### config.mk
export PLATFORM = sky130hd
export DESIGN_NAME = ltm_telemetry_frame_encoder_unit
export DESIGN_NICKNAME = d
export VERILOG_FILES = /design/src/rtl/ltmfe_pkg.sv /design/src/rtl/ltm_telemetry_frame_encoder_unit.sv /design/src/rtl/ltmfe_ctrl.sv /design/src/rtl/ltmfe_dp.sv
export SDC_FILE = /design/constraint.sdc
export NUM_CORES = 1
export LEC_CHECK = 0
export BUFFER_PORTS_ARGS = -buffer_cell sky130_fd_sc_hd__buf_2
export CAP_MARGIN = 20
export CORE_ASPECT_RATIO = 1.25
export CORE_MARGIN = 10
export CORE_UTILIZATION = 63
export DETAILED_ROUTE_END_ITERATION = 10
export GPL_ROUTABILITY_DRIVEN = 0
export PLACE_DENSITY = 0.95
export SYNTH_ARGS = -nofsm -noshare
export SYNTH_HDL_FRONTEND = slang
export SYNTH_SLANG_ARGS = --single-unit
### constraint.sdc
create_clock -name clk_i -period 6.4 [get_ports clk_i]
set_input_delay 1.28 -clock clk_i [delete_from_list [all_inputs] [get_ports clk_i]]
set_output_delay 1.28 -clock clk_i [all_outputs]
set_load 0.005 [all_outputs]
### src/rtl/ltmfe_pkg.sv
// types, codes and frame constants shared by the telemetry frame encoder
`default_nettype none

package ltmfe_pkg;

  typedef enum logic [1:0] {
    OP_TICK = 2'd0,
    OP_GPS  = 2'd1,
    OP_SENS = 2'd2,
    OP_ATT  = 2'd3
  } op_e;

  typedef enum logic [1:0] {
    FRAME_G = 2'd0,
    FRAME_S = 2'd1,
    FRAME_A = 2'd2
  } frame_kind_e;

  typedef enum logic {
    ST_IDLE = 1'b0,
    ST_EMIT = 1'b1
  } ctrl_state_e;

  typedef logic [4:0] byte_idx_t;

  localparam logic [7:0]  SYNC0        = 8'h24;
  localparam logic [7:0]  SYNC1        = 8'h54;
  localparam logic [7:0]  ID_G         = 8'h47;
  localparam logic [7:0]  ID_S         = 8'h53;
  localparam logic [7:0]  ID_A         = 8'h41;
  localparam logic [15:0] LEN_G        = 16'd18;
  localparam logic [15:0] LEN_S        = 16'd11;
  localparam logic [15:0] LEN_A        = 16'd10;
  localparam logic [15:0] PERIOD_RESET = 16'd100;
  localparam logic [7:0]  FIX_MAX      = 8'd3;
  localparam logic [3:0]  SLOT_LAST    = 4'd9;
  localparam logic [3:0]  SLOT_RESTART = 4'd1;
  localparam int          PAY_BYTES    = 15;

  typedef struct packed {
    logic take_item;
    logic emit_byte;
  } cmd_t;

  typedef struct packed {
    logic start_frame;
    logic last_byte;
    logic out_free;
  } status_t;

  function automatic logic [15:0] frame_len(frame_kind_e kind);
    logic [15:0] len;
    case (kind)
      FRAME_G: len = LEN_G;
      FRAME_S: len = LEN_S;
      FRAME_A: len = LEN_A;
      default: len = LEN_A;
    endcase
    return len;
  endfunction

  function automatic byte_idx_t frame_last_idx(frame_kind_e kind);
    logic [15:0] last;
    last = frame_len(kind) - 16'd1;
    return last[4:0];
  endfunction

endpackage

`default_nettype wire

### src/rtl/ltm_telemetry_frame_encoder_unit.sv
// top level of the telemetry frame encoder
//
//  channel   direction  handshake                     payload
//  in        input      in_valid_i / in_stall_o       op, time_ms, tx_space, value_a..c,
//                                                     byte_d..f, flag_bits
//  out       output     out_valid_o / out_stall_i     frame_byte, frame_end
//  cfg       input      cfg_valid_i / cfg_ready_o     cfg_data_i (frame period, ms)
//
// load items and ticks that send nothing keep the controller idle, so the next item is not stalled
// a tick that sends a frame emits one byte per cycle while the output is not stalled:
// 18 (G), 11 (S) or 10 (A), from the single output byte register, which a stall holds;
// the next item is taken with the last byte, and output stalls pause the frame
// reset clears all samples, the slot counter and the frame time; period resets to 100
`default_nettype none

module ltm_telemetry_frame_encoder_unit
  import ltmfe_pkg::*;
(
  input  logic               clk_i,
  input  logic               rst_ni,
  input  logic               in_valid_i,
  output logic               in_stall_o,
  input  logic        [1:0]  op_i,
  input  logic        [31:0] time_ms_i,
  input  logic        [15:0] tx_space_i,
  input  logic signed [31:0] value_a_i,
  input  logic signed [31:0] value_b_i,
  input  logic signed [31:0] value_c_i,
  input  logic        [7:0]  byte_d_i,
  input  logic        [7:0]  byte_e_i,
  input  logic        [7:0]  byte_f_i,
  input  logic        [1:0]  flag_bits_i,
  output logic               out_valid_o,
  input  logic               out_stall_i,
  output logic        [7:0]  frame_byte_o,
  output logic               frame_end_o,
  input  logic               cfg_valid_i,
  output logic               cfg_ready_o,
  input  logic        [15:0] cfg_data_i
);

  cmd_t    cmd;
  status_t status;

  assign cfg_ready_o = 1'b1;

  ltmfe_ctrl u_ctrl (
    .clk_i      (clk_i),
    .rst_ni     (rst_ni),
    .in_valid_i (in_valid_i),
    .in_stall_o (in_stall_o),
    .status_i   (status),
    .cmd_o      (cmd)
  );

  ltmfe_dp u_dp (
    .clk_i        (clk_i),
    .rst_ni       (rst_ni),
    .cmd_i        (cmd),
    .status_o     (status),
    .cfg_we_i     (cfg_valid_i && cfg_ready_o),
    .cfg_data_i   (cfg_data_i),
    .op_i         (op_i),
    .time_ms_i    (time_ms_i),
    .tx_space_i   (tx_space_i),
    .value_a_i    (value_a_i),
    .value_b_i    (value_b_i),
    .value_c_i    (value_c_i),
    .byte_d_i     (byte_d_i),
    .byte_e_i     (byte_e_i),
    .byte_f_i     (byte_f_i),
    .flag_bits_i  (flag_bits_i),
    .out_stall_i  (out_stall_i),
    .out_valid_o  (out_valid_o),
    .frame_byte_o (frame_byte_o),
    .frame_end_o  (frame_end_o)
  );

endmodule

`default_nettype wire

### src/rtl/ltmfe_ctrl.sv
// controller: item acceptance and byte emission sequencing
`default_nettype none

module ltmfe_ctrl
  import ltmfe_pkg::*;
(
  input  logic    clk_i,
  input  logic    rst_ni,
  input  logic    in_valid_i,
  output logic    in_stall_o,
  input  status_t status_i,
  output cmd_t    cmd_o
);

  ctrl_state_e state_q, state_d;
  logic        ready;
  logic        emit;

  always_ff @(posedge clk_i or negedge rst_ni) begin
    if (!rst_ni) begin
      state_q <= ST_IDLE;
    end else begin
      state_q <= state_d;
    end
  end

  always_comb begin
    emit  = (state_q == ST_EMIT) && status_i.out_free;
    ready = (state_q == ST_IDLE) || (emit && status_i.last_byte);
    cmd_o.emit_byte = emit;
    cmd_o.take_item = in_valid_i && ready;
    in_stall_o      = !ready;
    state_d         = state_q;
    case (state_q)
      ST_IDLE: begin
        if (cmd_o.take_item && status_i.start_frame) begin
          state_d = ST_EMIT;
        end
      end
      ST_EMIT: begin
        if (emit && status_i.last_byte) begin
          if (cmd_o.take_item && status_i.start_frame) begin
            state_d = ST_EMIT;
          end else begin
            state_d = ST_IDLE;
          end
        end
      end
      default: state_d = ST_IDLE;
    endcase
  end

endmodule

`default_nettype wire

### src/rtl/ltmfe_dp.sv
// datapath: sample registers, frame scheduling, byte mux, checksum, output register
`default_nettype none

module ltmfe_dp
  import ltmfe_pkg::*;
(
  input  logic               clk_i,
  input  logic               rst_ni,
  input  cmd_t               cmd_i,
  output status_t            status_o,
  input  logic               cfg_we_i,
  input  logic        [15:0] cfg_data_i,
  input  logic        [1:0]  op_i,
  input  logic        [31:0] time_ms_i,
  input  logic        [15:0] tx_space_i,
  input  logic signed [31:0] value_a_i,
  input  logic signed [31:0] value_b_i,
  input  logic signed [31:0] value_c_i,
  input  logic        [7:0]  byte_d_i,
  input  logic        [7:0]  byte_e_i,
  input  logic        [7:0]  byte_f_i,
  input  logic        [1:0]  flag_bits_i,
  input  logic               out_stall_i,
  output logic               out_valid_o,
  output logic        [7:0]  frame_byte_o,
  output logic               frame_end_o
);

  logic [15:0] period_q;
  logic [31:0] gps_lat_q, gps_lon_q, gps_alt_q;
  logic [7:0]  gps_speed_q, gps_sats_q, gps_fix_q;
  logic [15:0] sens_volt_q, sens_amp_q;
  logic [7:0]  sens_rssi_q, sens_airspeed_q, sens_mode_q;
  logic [1:0]  sens_flags_q;
  logic [15:0] att_pitch_q, att_roll_q, att_heading_q;
  logic [3:0]  slot_q, slot_d;
  logic [31:0] last_time_q;

  frame_kind_e kind_q, kind_new;
  byte_idx_t   idx_q;
  logic [7:0]  crc_q;

  logic        out_valid_q, out_end_q;
  logic [7:0]  out_byte_q;

  op_e                    op;
  logic [31:0]            elapsed;
  logic                   tick, due;
  logic [1:0]             fix_clamped;
  logic [PAY_BYTES*8-1:0] pay_g, pay_s, pay_a, pay_sel;
  logic [3:0]             pay_ofs;
  logic [4:0]             pay_tmp;
  logic [7:0]             byte_cur;
  logic                   is_last;

  always_comb begin
    op      = op_e'(op_i);
    tick    = (op == OP_TICK);
    elapsed = time_ms_i - last_time_q;
    due     = tick && (elapsed >= {16'd0, period_q});
    if (slot_q[0]) begin
      kind_new = FRAME_A;
    end else if (slot_q[1:0] == 2'b00) begin
      kind_new = FRAME_S;
    end else begin
      kind_new = FRAME_G;
    end
    slot_d = (slot_q == SLOT_LAST) ? SLOT_RESTART : slot_q + 4'd1;

    fix_clamped = (gps_fix_q > FIX_MAX) ? FIX_MAX[1:0] : gps_fix_q[1:0];
    pay_g = {8'd0, gps_sats_q[5:0], fix_clamped, gps_alt_q, gps_speed_q, gps_lon_q, gps_lat_q};
    pay_s = {64'd0, sens_mode_q[5:0], sens_flags_q, sens_airspeed_q, sens_rssi_q,
             sens_amp_q, sens_volt_q};
    pay_a = {72'd0, att_heading_q, att_roll_q, att_pitch_q};
    case (kind_q)
      FRAME_G: pay_sel = pay_g;
      FRAME_S: pay_sel = pay_s;
      FRAME_A: pay_sel = pay_a;
      default: pay_sel = pay_a;
    endcase
    pay_tmp = idx_q - 5'd3;
    pay_ofs = pay_tmp[3:0];
    is_last = (idx_q == frame_last_idx(kind_q));

    if (is_last) begin
      byte_cur = crc_q;
    end else if (idx_q == 5'd0) begin
      byte_cur = SYNC0;
    end else if (idx_q == 5'd1) begin
      byte_cur = SYNC1;
    end else if (idx_q == 5'd2) begin
      case (kind_q)
        FRAME_G: byte_cur = ID_G;
        FRAME_S: byte_cur = ID_S;
        FRAME_A: byte_cur = ID_A;
        default: byte_cur = ID_A;
      endcase
    end else begin
      byte_cur = pay_sel[{pay_ofs, 3'b000} +: 8];
    end

    status_o.start_frame = due && (tx_space_i >= frame_len(kind_new));
    status_o.last_byte   = is_last;
    status_o.out_free    = !out_valid_q || !out_stall_i;
  end

  always_ff @(posedge clk_i or negedge rst_ni) begin
    if (!rst_ni) begin
      period_q        <= PERIOD_RESET;
      gps_lat_q       <= '0;
      gps_lon_q       <= '0;
      gps_alt_q       <= '0;
      gps_speed_q     <= '0;
      gps_sats_q      <= '0;
      gps_fix_q       <= '0;
      sens_volt_q     <= '0;
      sens_amp_q      <= '0;
      sens_rssi_q     <= '0;
      sens_airspeed_q <= '0;
      sens_mode_q     <= '0;
      sens_flags_q    <= '0;
      att_pitch_q     <= '0;
      att_roll_q      <= '0;
      att_heading_q   <= '0;
      slot_q          <= '0;
      last_time_q     <= '0;
      kind_q          <= FRAME_G;
      idx_q           <= '0;
      crc_q           <= '0;
      out_valid_q     <= 1'b0;
    end else begin
      if (cfg_we_i) begin
        period_q <= cfg_data_i;
      end
      if (cmd_i.emit_byte) begin
        out_valid_q <= 1'b1;
        if (!(cmd_i.take_item && status_o.start_frame)) begin
          idx_q <= idx_q + 5'd1;
        end
        if (idx_q > 5'd2 && !is_last) begin
          crc_q <= crc_q ^ byte_cur;
        end
      end else if (!out_stall_i) begin
        out_valid_q <= 1'b0;
      end
      if (cmd_i.take_item) begin
        case (op)
          OP_GPS: begin
            gps_lat_q   <= value_a_i;
            gps_lon_q   <= value_b_i;
            gps_alt_q   <= value_c_i;
            gps_speed_q <= byte_d_i;
            gps_sats_q  <= byte_e_i;
            gps_fix_q   <= byte_f_i;
          end
          OP_SENS: begin
            sens_volt_q     <= value_a_i[15:0];
            sens_amp_q      <= value_b_i[15:0];
            sens_rssi_q     <= byte_d_i;
            sens_airspeed_q <= byte_e_i;
            sens_mode_q     <= byte_f_i;
            sens_flags_q    <= flag_bits_i;
          end
          OP_ATT: begin
            att_pitch_q   <= value_a_i[15:0];
            att_roll_q    <= value_b_i[15:0];
            att_heading_q <= value_c_i[15:0];
          end
          OP_TICK: begin
            if (due) begin
              last_time_q <= time_ms_i;
              slot_q      <= slot_d;
              if (status_o.start_frame) begin
                kind_q <= kind_new;
                idx_q  <= '0;
                crc_q  <= '0;
              end
            end
          end
          default: ;
        endcase
      end
    end
  end

  always_ff @(posedge clk_i) begin
    if (cmd_i.emit_byte) begin
      out_byte_q <= byte_cur;
      out_end_q  <= is_last;
    end
  end

  assign out_valid_o  = out_valid_q;
  assign frame_byte_o = out_byte_q;
  assign frame_end_o  = out_end_q;

endmodule

`default_nettype wire

==> Yosys cells after proc, flatten, opt, wreduce, memory -nomap -nowiden <==
Cells that the tools add are included.
{ "word_totals": {"ff_bits": 300, "latchBits": 0, "mem_bits_rw": 0, "rom_bits": 0, "inputBits": 193, "out_inout_bits": 12, "elab_cells": 99, "mem_count": 0} }
{ "classes": {"add_sub_neg": 5, "multipliers": 0, "n_div": 0, "magnitude_cmp": 4, "eq_ne": 10, "shifts": 1, "muxes": 29, "bitwise_logic": 2, "n_reduce_logical": 23} }
{ "ops": {"columns": ["op", "count"], "rows": [
  ["112-bit one-hot mux with 2 select lines", 1],
  ["120-bit by 8-bit variable part select with 8-bit output", 1],
  ["8-bit two-way mux", 10],
  ["32-bit by 16-bit >= comparator with 1-bit output", 1],
  ["32-bit subtractor", 1],
  ["5-bit two-way mux", 6],
  ["5-bit one-hot mux with 2 select lines", 3],
  ["16-bit by 5-bit >= comparator with 1-bit output", 1],
  ["8-bit by 2-bit greater-than comparator with 1-bit output (second input constant)", 1],
  ["2-bit zero test", 4],
  ["8-bit bitwise XOR", 1],
  ["1-bit logical AND", 7],
  ["2-bit by 1-bit == test with 1-bit output (second input constant)", 3],
  ["2-bit AND reduction", 3],
  ["5-bit by 1-bit adder with 5-bit output (second input constant)", 1],
  ["5-bit by 1-bit == test with 1-bit output (second input constant)", 1],
  ["5-bit by 2-bit == test with 1-bit output (second input constant)", 1],
  ["5-bit == test", 1],
  ["5-bit by 2-bit greater-than comparator with 1-bit output (second input constant)", 1],
  ["5-bit zero test", 1],
  ["1-bit two-way mux", 5],
  ["5-bit by 1-bit subtractor with 5-bit output (second input constant)", 1],
  ["4-bit by 1-bit adder with 4-bit output (second input constant)", 1],
  ["2-bit == test (second input constant)", 2],
  ["other kinds (11)", 16]
]} }

==> Depth between registers and ports, before layout <==
{ "depth": {"depth_word": 15, "ltp_mapped": 21} }

==> Modules after synthesis <==
A second synthesis with hierarchy kept.
{ "unflattened": {"hier_cells": 1401, "area_unflattened_um2": 16019.1} }
{ "by_module_without_submodules": {"columns": ["module", "n_inst", "cells_per_inst", "area_each_um2", "seq_area_each_um2"], "rows": [
  ["ltmfe_dp", 1, 1393, 15935.3, 7531.0],
  ["ltmfe_ctrl", 1, 6, 72.6, 25.0],
  ["ltm_telemetry_frame_encoder_unit", 1, 2, 11.3, 0.0]
]} }

==> Least setup slack after synthesis <==
Ideal clock, no wire load.
{ "synth_timing": {"path_type": "input -> register", "from": "input time_ms_i[0]", "to": "register u_dp.last_time_q[29]", "setup_time_ns": 0.125, "t_arrival_ns": 4.941, "required_time_ns": 6.275, "path_slack_ns": 1.334, "cell_stages": 18, "n_path_buf": 1, "cell_sequence": "inv_1 ha_1 fa_1 nand2b_1 a21oi_1 o21ai_1 o21a_1 xnor2_1 ha_1 nand4_1 a31oi_1 or4b_1 a2111oi_2 and4_1 nand4_1 o21ai_2 buf_2 mux2_2"} }
{ "synth_between": {"elab_chain_len": 4} }
{ "synth_lines": {"columns": ["item", "line", "rtl"], "rows": [
  ["start: declaration", "ltm_telemetry_frame_encoder_unit.sv:24", "input logic [31:0] time_ms_i,"],
  ["32-bit subtractor", "ltmfe_dp.sv:59", "elapsed = time_ms_i - last_time_q;"],
  ["32-bit by 16-bit >= comparator with 1-bit output", "ltmfe_dp.sv:60", "due = tick && (elapsed >= {16'd0, period_q});"],
  ["1-bit logical AND", "ltmfe_dp.sv:60", null],
  ["3-bit AND reduction (no line)", null, null],
  ["end signal: assignment", "ltmfe_dp.sv:171", "last_time_q <= time_ms_i;"],
  ["end: declaration", "ltmfe_dp.sv:37", "logic [31:0] last_time_q;"]
]} }
No other way between the ends.
A chain may end at the register's enable or synchronous reset.

==> Worst setup path in the final report <==
{ "layout_timing": {"from": "input time_ms_i[0]", "to": "register u_dp.slot_q[1]"} }
{ "layout_between": {"elab_chain_len": 4} }
{ "layout_lines": {"columns": ["item", "line", "rtl"], "rows": [
  ["32-bit subtractor", "ltmfe_dp.sv:59", null],
  ["32-bit by 16-bit >= comparator with 1-bit output", "ltmfe_dp.sv:60", null],
  ["1-bit logical AND", "ltmfe_dp.sv:60", null],
  ["3-bit AND reduction (no line)", null, null],
  ["end signal: assignment", "ltmfe_dp.sv:172", "slot_q <= slot_d;"],
  ["end: declaration", "ltmfe_dp.sv:36", "logic [3:0] slot_q, slot_d;"]
]} }
No other way between the ends.

==> impl_metrics.prom <==
# TYPE chip_impl_metric gauge
chip_impl_metric{name="largest_net_degree_at_the_start_of_global_routing",unit=""} 121
chip_impl_metric{name="mappedNetlistArea",unit="sq um"} 16000
chip_impl_metric{name="std_cell_rows",unit=""} 65
chip_impl_metric{name="mappedNetlistNets",unit=""} 1652
chip_impl_metric{name="max_slew_margin",unit="%"} 23.5
chip_impl_metric{name="layout.core_utilization",unit="%"} 72.5
chip_impl_metric{name="grt_pass1_wl",unit="mm"} 68.4
chip_impl_metric{name="portBuffers",unit=""} 203
chip_impl_metric{name="period_minus_slack",unit="ns"} 5.35
chip_impl_metric{name="clock_tree.buffer_depth",unit=""} 3
chip_impl_metric{name="power_density",unit="nW/um^2"} 534
chip_impl_metric{name="skew",unit="ns"} 0.0185
chip_impl_metric{name="worstRegToRegCells",unit=""} 19
chip_impl_metric{name="area_delta_synth_final",unit="%"} 13.8
chip_impl_metric{name="via_per_inst",unit=""} 6.32
chip_impl_metric{name="achievable-frequency",unit="MHz"} 187
chip_impl_metric{name="cts_repair_resize_count",unit=""} 0
chip_impl_info{name="crit_type",value="input pin to flop"} 1
chip_impl_metric{name="synth.yosys.warnings",unit=""} 0
chip_impl_metric{name="required_time_of_the_critical_path",unit="ns"} 6.84
chip_impl_metric{name="final_hold_viol_count",unit=""} 0
chip_impl_metric{name="postCtsSetupRepairBufs",unit=""} 0
chip_impl_metric{name="p_leak",unit="nW"} 8.15
chip_impl_metric{name="number_of_flops_mapped_to_enable_cells_by_yosys",unit=""} 9
chip_impl_metric{name="die_width",unit="um"} 163
chip_impl_info{name="r2r-end",value="u_dp.slot_q[1]"} 1
chip_impl_metric{name="timing.critical_path.fanout_max",unit=""} 23
chip_impl_info{name="timing.critical_path.to",value="u_dp.slot_q[1]"} 1
chip_impl_info{name="status",value="finished, final reports clean"} 1
chip_impl_metric{name="final.period_utilization",unit="%"} 83.6
chip_impl_metric{name="number_of_maximum_capacitance_constraint_violations",unit=""} 0
chip_impl_metric{name="drcViolationCount",unit=""} 0
chip_impl_metric{name="clk-insertion-delay-late",unit="ns"} 0.57
chip_impl_metric{name="synth.avg_cell_area",unit="sq um"} 11.4
chip_impl_metric{name="drive_gt1_share",unit="%"} 31.1
chip_impl_metric{name="global_route.overflow_total",unit=""} 0
chip_impl_info{name="hold_path.class",value="flop to flop"} 1
chip_impl_metric{name="cts_inserted_buffers",unit=""} 29
chip_impl_metric{name="report.power.total",unit="mW"} 9.73
chip_impl_metric{name="cp_data_arrival_time",unit="ns"} 5.79
chip_impl_metric{name="timing.final.max_slew_violations",unit=""} 0
chip_impl_metric{name="ctsHoldBuffers",unit=""} 0
chip_impl_metric{name="yosys.cell_types.count",unit=""} 72
chip_impl_metric{name="antenna_violating_nets_post_route",unit=""} 0
chip_impl_metric{name="r2r_setup_slack",unit="ns"} 1.47
chip_impl_metric{name="finalSetupViolCount",unit=""} 0
chip_impl_metric{name="worst_setup_hold_path_clk_slew",unit="ns"} 0.06
chip_impl_metric{name="grt_pass1_vias",unit=""} 12999
chip_impl_metric{name="initialDrtViolationCount",unit=""} 933
chip_impl_metric{name="worstMarginPinSlew",unit="ns"} 1.14
chip_impl_metric{name="fillers",unit=""} 1557
chip_impl_metric{name="number_of_antenna_violations_at_the_first_check_in_global_routing",unit=""} 11
chip_impl_metric{name="ios",unit=""} 205
chip_impl_metric{name="netlist_instances",unit=""} 1404
chip_impl_info{name="timing.critical_path.from_type",value="input pin"} 1
chip_impl_metric{name="async_s_r_ff_share_synth",unit="%"} 97.0
chip_impl_metric{name="effective_utilization_at_floorplan",unit="%"} 63.7
chip_impl_metric{name="synth.yosys.seq_area_share",unit="%"} 47.2
chip_impl_metric{name="vdd_ir_drop_max",unit="mV"} 0.361
chip_impl_metric{name="area_inside_the_core_boundary",unit="sq um"} 25100
chip_impl_info{name="endpoint_kind",value="flop"} 1
chip_impl_metric{name="cts.htree.levels",unit=""} 1
chip_impl_metric{name="die_height",unit="um"} 198
chip_impl_info{name="clockRootBuffer",value="sky130_fd_sc_hd__clkbuf_16"} 1
chip_impl_metric{name="final_nets",unit=""} 1822
chip_impl_metric{name="totalNegativeSetupSlack",unit="ns"} 0
chip_impl_info{name="tritoncts_clock_tree",value="done"} 1
chip_impl_info{name="startpoint",value="time_ms_i[0]"} 1
chip_impl_metric{name="fp.dieArea",unit="sq um"} 32200
chip_impl_metric{name="drt_first_pass_iters",unit=""} 6
chip_impl_info{name="synth_flop_cell",value="sky130_fd_sc_hd__dfrtp_1"} 1
chip_impl_metric{name="wire_per_inst",unit="um"} 22.6
chip_impl_metric{name="wirelength",unit="mm"} 43.8
chip_impl_metric{name="dp.final_hpwl",unit="mm"} 30.3
chip_impl_metric{name="grt.total_usage",unit="%"} 26.5
chip_impl_metric{name="synth.ff_latch_count",unit=""} 300
chip_impl_metric{name="tritoncts_num_sinks",unit=""} 300
chip_impl_info{name="crit-reg2reg-launch",value="u_dp.last_time_q[1]"} 1
chip_impl_info{name="rsz0062_at_grt",value="no"} 1
chip_impl_metric{name="dr_total_vias",unit=""} 12257
synth_stat cells, types with 21 or more instances:
cell / n / area (sq um)
sky130_fd_sc_hd__o21ai_0: 67 / 335
sky130_fd_sc_hd__buf_2: 34 / 170
sky130_fd_sc_hd__mux2_1: 79 / 890
sky130_fd_sc_hd__clkbuf_1: 34 / 128
sky130_fd_sc_hd__mux2_2: 193 / 2170
sky130_fd_sc_hd__nand2_1: 94 / 353
sky130_fd_sc_hd__a21oi_1: 98 / 490
sky130_fd_sc_hd__xnor2_1: 21 / 184
sky130_fd_sc_hd__nor2_1: 77 / 289
sky130_fd_sc_hd__inv_1: 62 / 233
sky130_fd_sc_hd__dfrtp_1: 288 / 7210
sky130_fd_sc_hd__nand4_1: 21 / 131
sky130_fd_sc_hd__ha_1: 54 / 676
sky130_fd_sc_hd__mux2i_1: 52 / 521
sequential cells by signal (all words and copies together), names as in the netlist, 16 cells and up:
name	flops
u_dp.gps_alt_q	32
u_dp.gps_lat_q	32
u_dp.gps_lon_q	32
u_dp.last_time_q	32
u_dp.att_heading_q	16
u_dp.att_pitch_q	16
u_dp.att_roll_q	16
u_dp.period_q	16
u_dp.sens_amp_q	16
u_dp.sens_volt_q	16
logic make-up after synthesis:
logic type               count (synthesis)  share of synthesized area, %
buffers and inverters                  143                          3.73
adder cells (fa/ha/maj)                 55                          4.34
XOR/XNOR                                35                          1.91
other                                    1                        0.0234
AO/OA/AOI/OAI                          251                          9.51
AND/OR/NAND/NOR                        274                          8.03
flip-flops                             300                          47.2
multiplexers                           345                          25.3
cell type report:
class	count	area, sq um	area share [%]
Multi-Input combinational cell	961	7890	43.3
Sequential cell	300	7560	41.5
Timing Repair Buffer	218	1150	6.32
Clock buffer	44	852	4.68
Tap cell	335	419	2.30
Inverter	64	240	1.32
Clock inverter	10	92.6	0.508
Antenna cell	6	15.0	0.0824
where the power goes:
part	switching, mW	leakage, nW	internal (mW)
Combinational	2.44	4.10	2.08
Clock	0.747	0.467	0.962
Sequential	0.660	3.59	2.84
worst min-delay path by stage:
stage,start,to,slack (ns),cells after the start
3_3_place_gp,u_ctrl.state_q,u_dp.out_valid_o,0.45,1
3_5_place_dp,u_ctrl.state_q,u_dp.out_valid_o,0.46,1
5_1_grt,u_dp.gps_lon_q[25],u_dp.gps_lon_q[25],0.49,1
2_1_floorplan,u_ctrl.state_q,u_dp.out_valid_o,0.44,1
4_1_cts,u_dp.gps_lon_q[25],u_dp.gps_lon_q[25],0.48,1
6_report,u_dp.gps_lon_q[25],u_dp.gps_lon_q[25],0.48,1
per-stage QoR:
stage	setup WS [ns]	cell area [sq um]	hold WS [ns]	std cells
6_report	1.05	18200	0.480	1938
5_1_grt	0.842	18200	0.494	1936
4_1_cts	1.19	18200	0.482	1932
3_5_place_dp	0.649	17300	0.464	1878
3_3_place_gp	0.828	17300	0.453	1878
2_1_floorplan	1.33	16000	0.439	1404
worst max-delay path, cell delays in order:
cell,delay (ns)
sky130_fd_sc_hd__buf_2,0.08
sky130_fd_sc_hd__inv_1,0.04
sky130_fd_sc_hd__ha_1,0.22
sky130_fd_sc_hd__fa_1,0.42
sky130_fd_sc_hd__nand2b_1,0.20
sky130_fd_sc_hd__a21oi_1,0.30
sky130_fd_sc_hd__o21ai_1,0.20
sky130_fd_sc_hd__o21a_1,0.26
sky130_fd_sc_hd__xnor2_1,0.13
sky130_fd_sc_hd__ha_1,0.30
sky130_fd_sc_hd__nand4_1,0.14
sky130_fd_sc_hd__a31oi_1,0.06
sky130_fd_sc_hd__or4b_1,0.55
sky130_fd_sc_hd__a2111oi_2,0.23
sky130_fd_sc_hd__and4_1,0.24
sky130_fd_sc_hd__nand4_1,0.15
sky130_fd_sc_hd__o21ai_4,0.21
sky130_fd_sc_hd__buf_4,0.31
sky130_fd_sc_hd__nor2_1,0.14
sky130_fd_sc_hd__mux2_4,0.32
routing by layer:
| metal | vias up | part of all wire (%) | GRT usage (%) |
|---|---|---|---|
| met2 | 639 | 49 | 44.6 |
| met4 | 10 | 6.4 | 16.0 |
| met1 | 5997 | 36 | 29.9 |
| met5 | - | 0.14 | 0 |
| li1 | 5391 | - | - |
| met3 | 220 | 8.0 | 6.54 |
layout by cell type, fill, tap and decap left out, drive strengths merged, types with 10 or more instances in the layout:
cell type | synthesis | routed
clkbuf | 34 | 44
nand4 | 21 | 21
mux4 | 20 | 20
ha | 54 | 54
nand3 | 16 | 16
o211ai | 11 | 11
buf | 45 | 218
nor3 | 11 | 11
o21a | 13 | 13
nand2b | 11 | 11
dfrtp | 288 | 288
xnor2 | 21 | 21
mux2i | 52 | 52
xor2 | 14 | 14
nand2 | 94 | 94
nor2 | 77 | 77
inv | 64 | 66
a21oi | 99 | 99
mux2 | 273 | 273
o21ai | 71 | 71
a21o | 10 | 10
No activity file was read; power rests on OpenSTA's default activity.
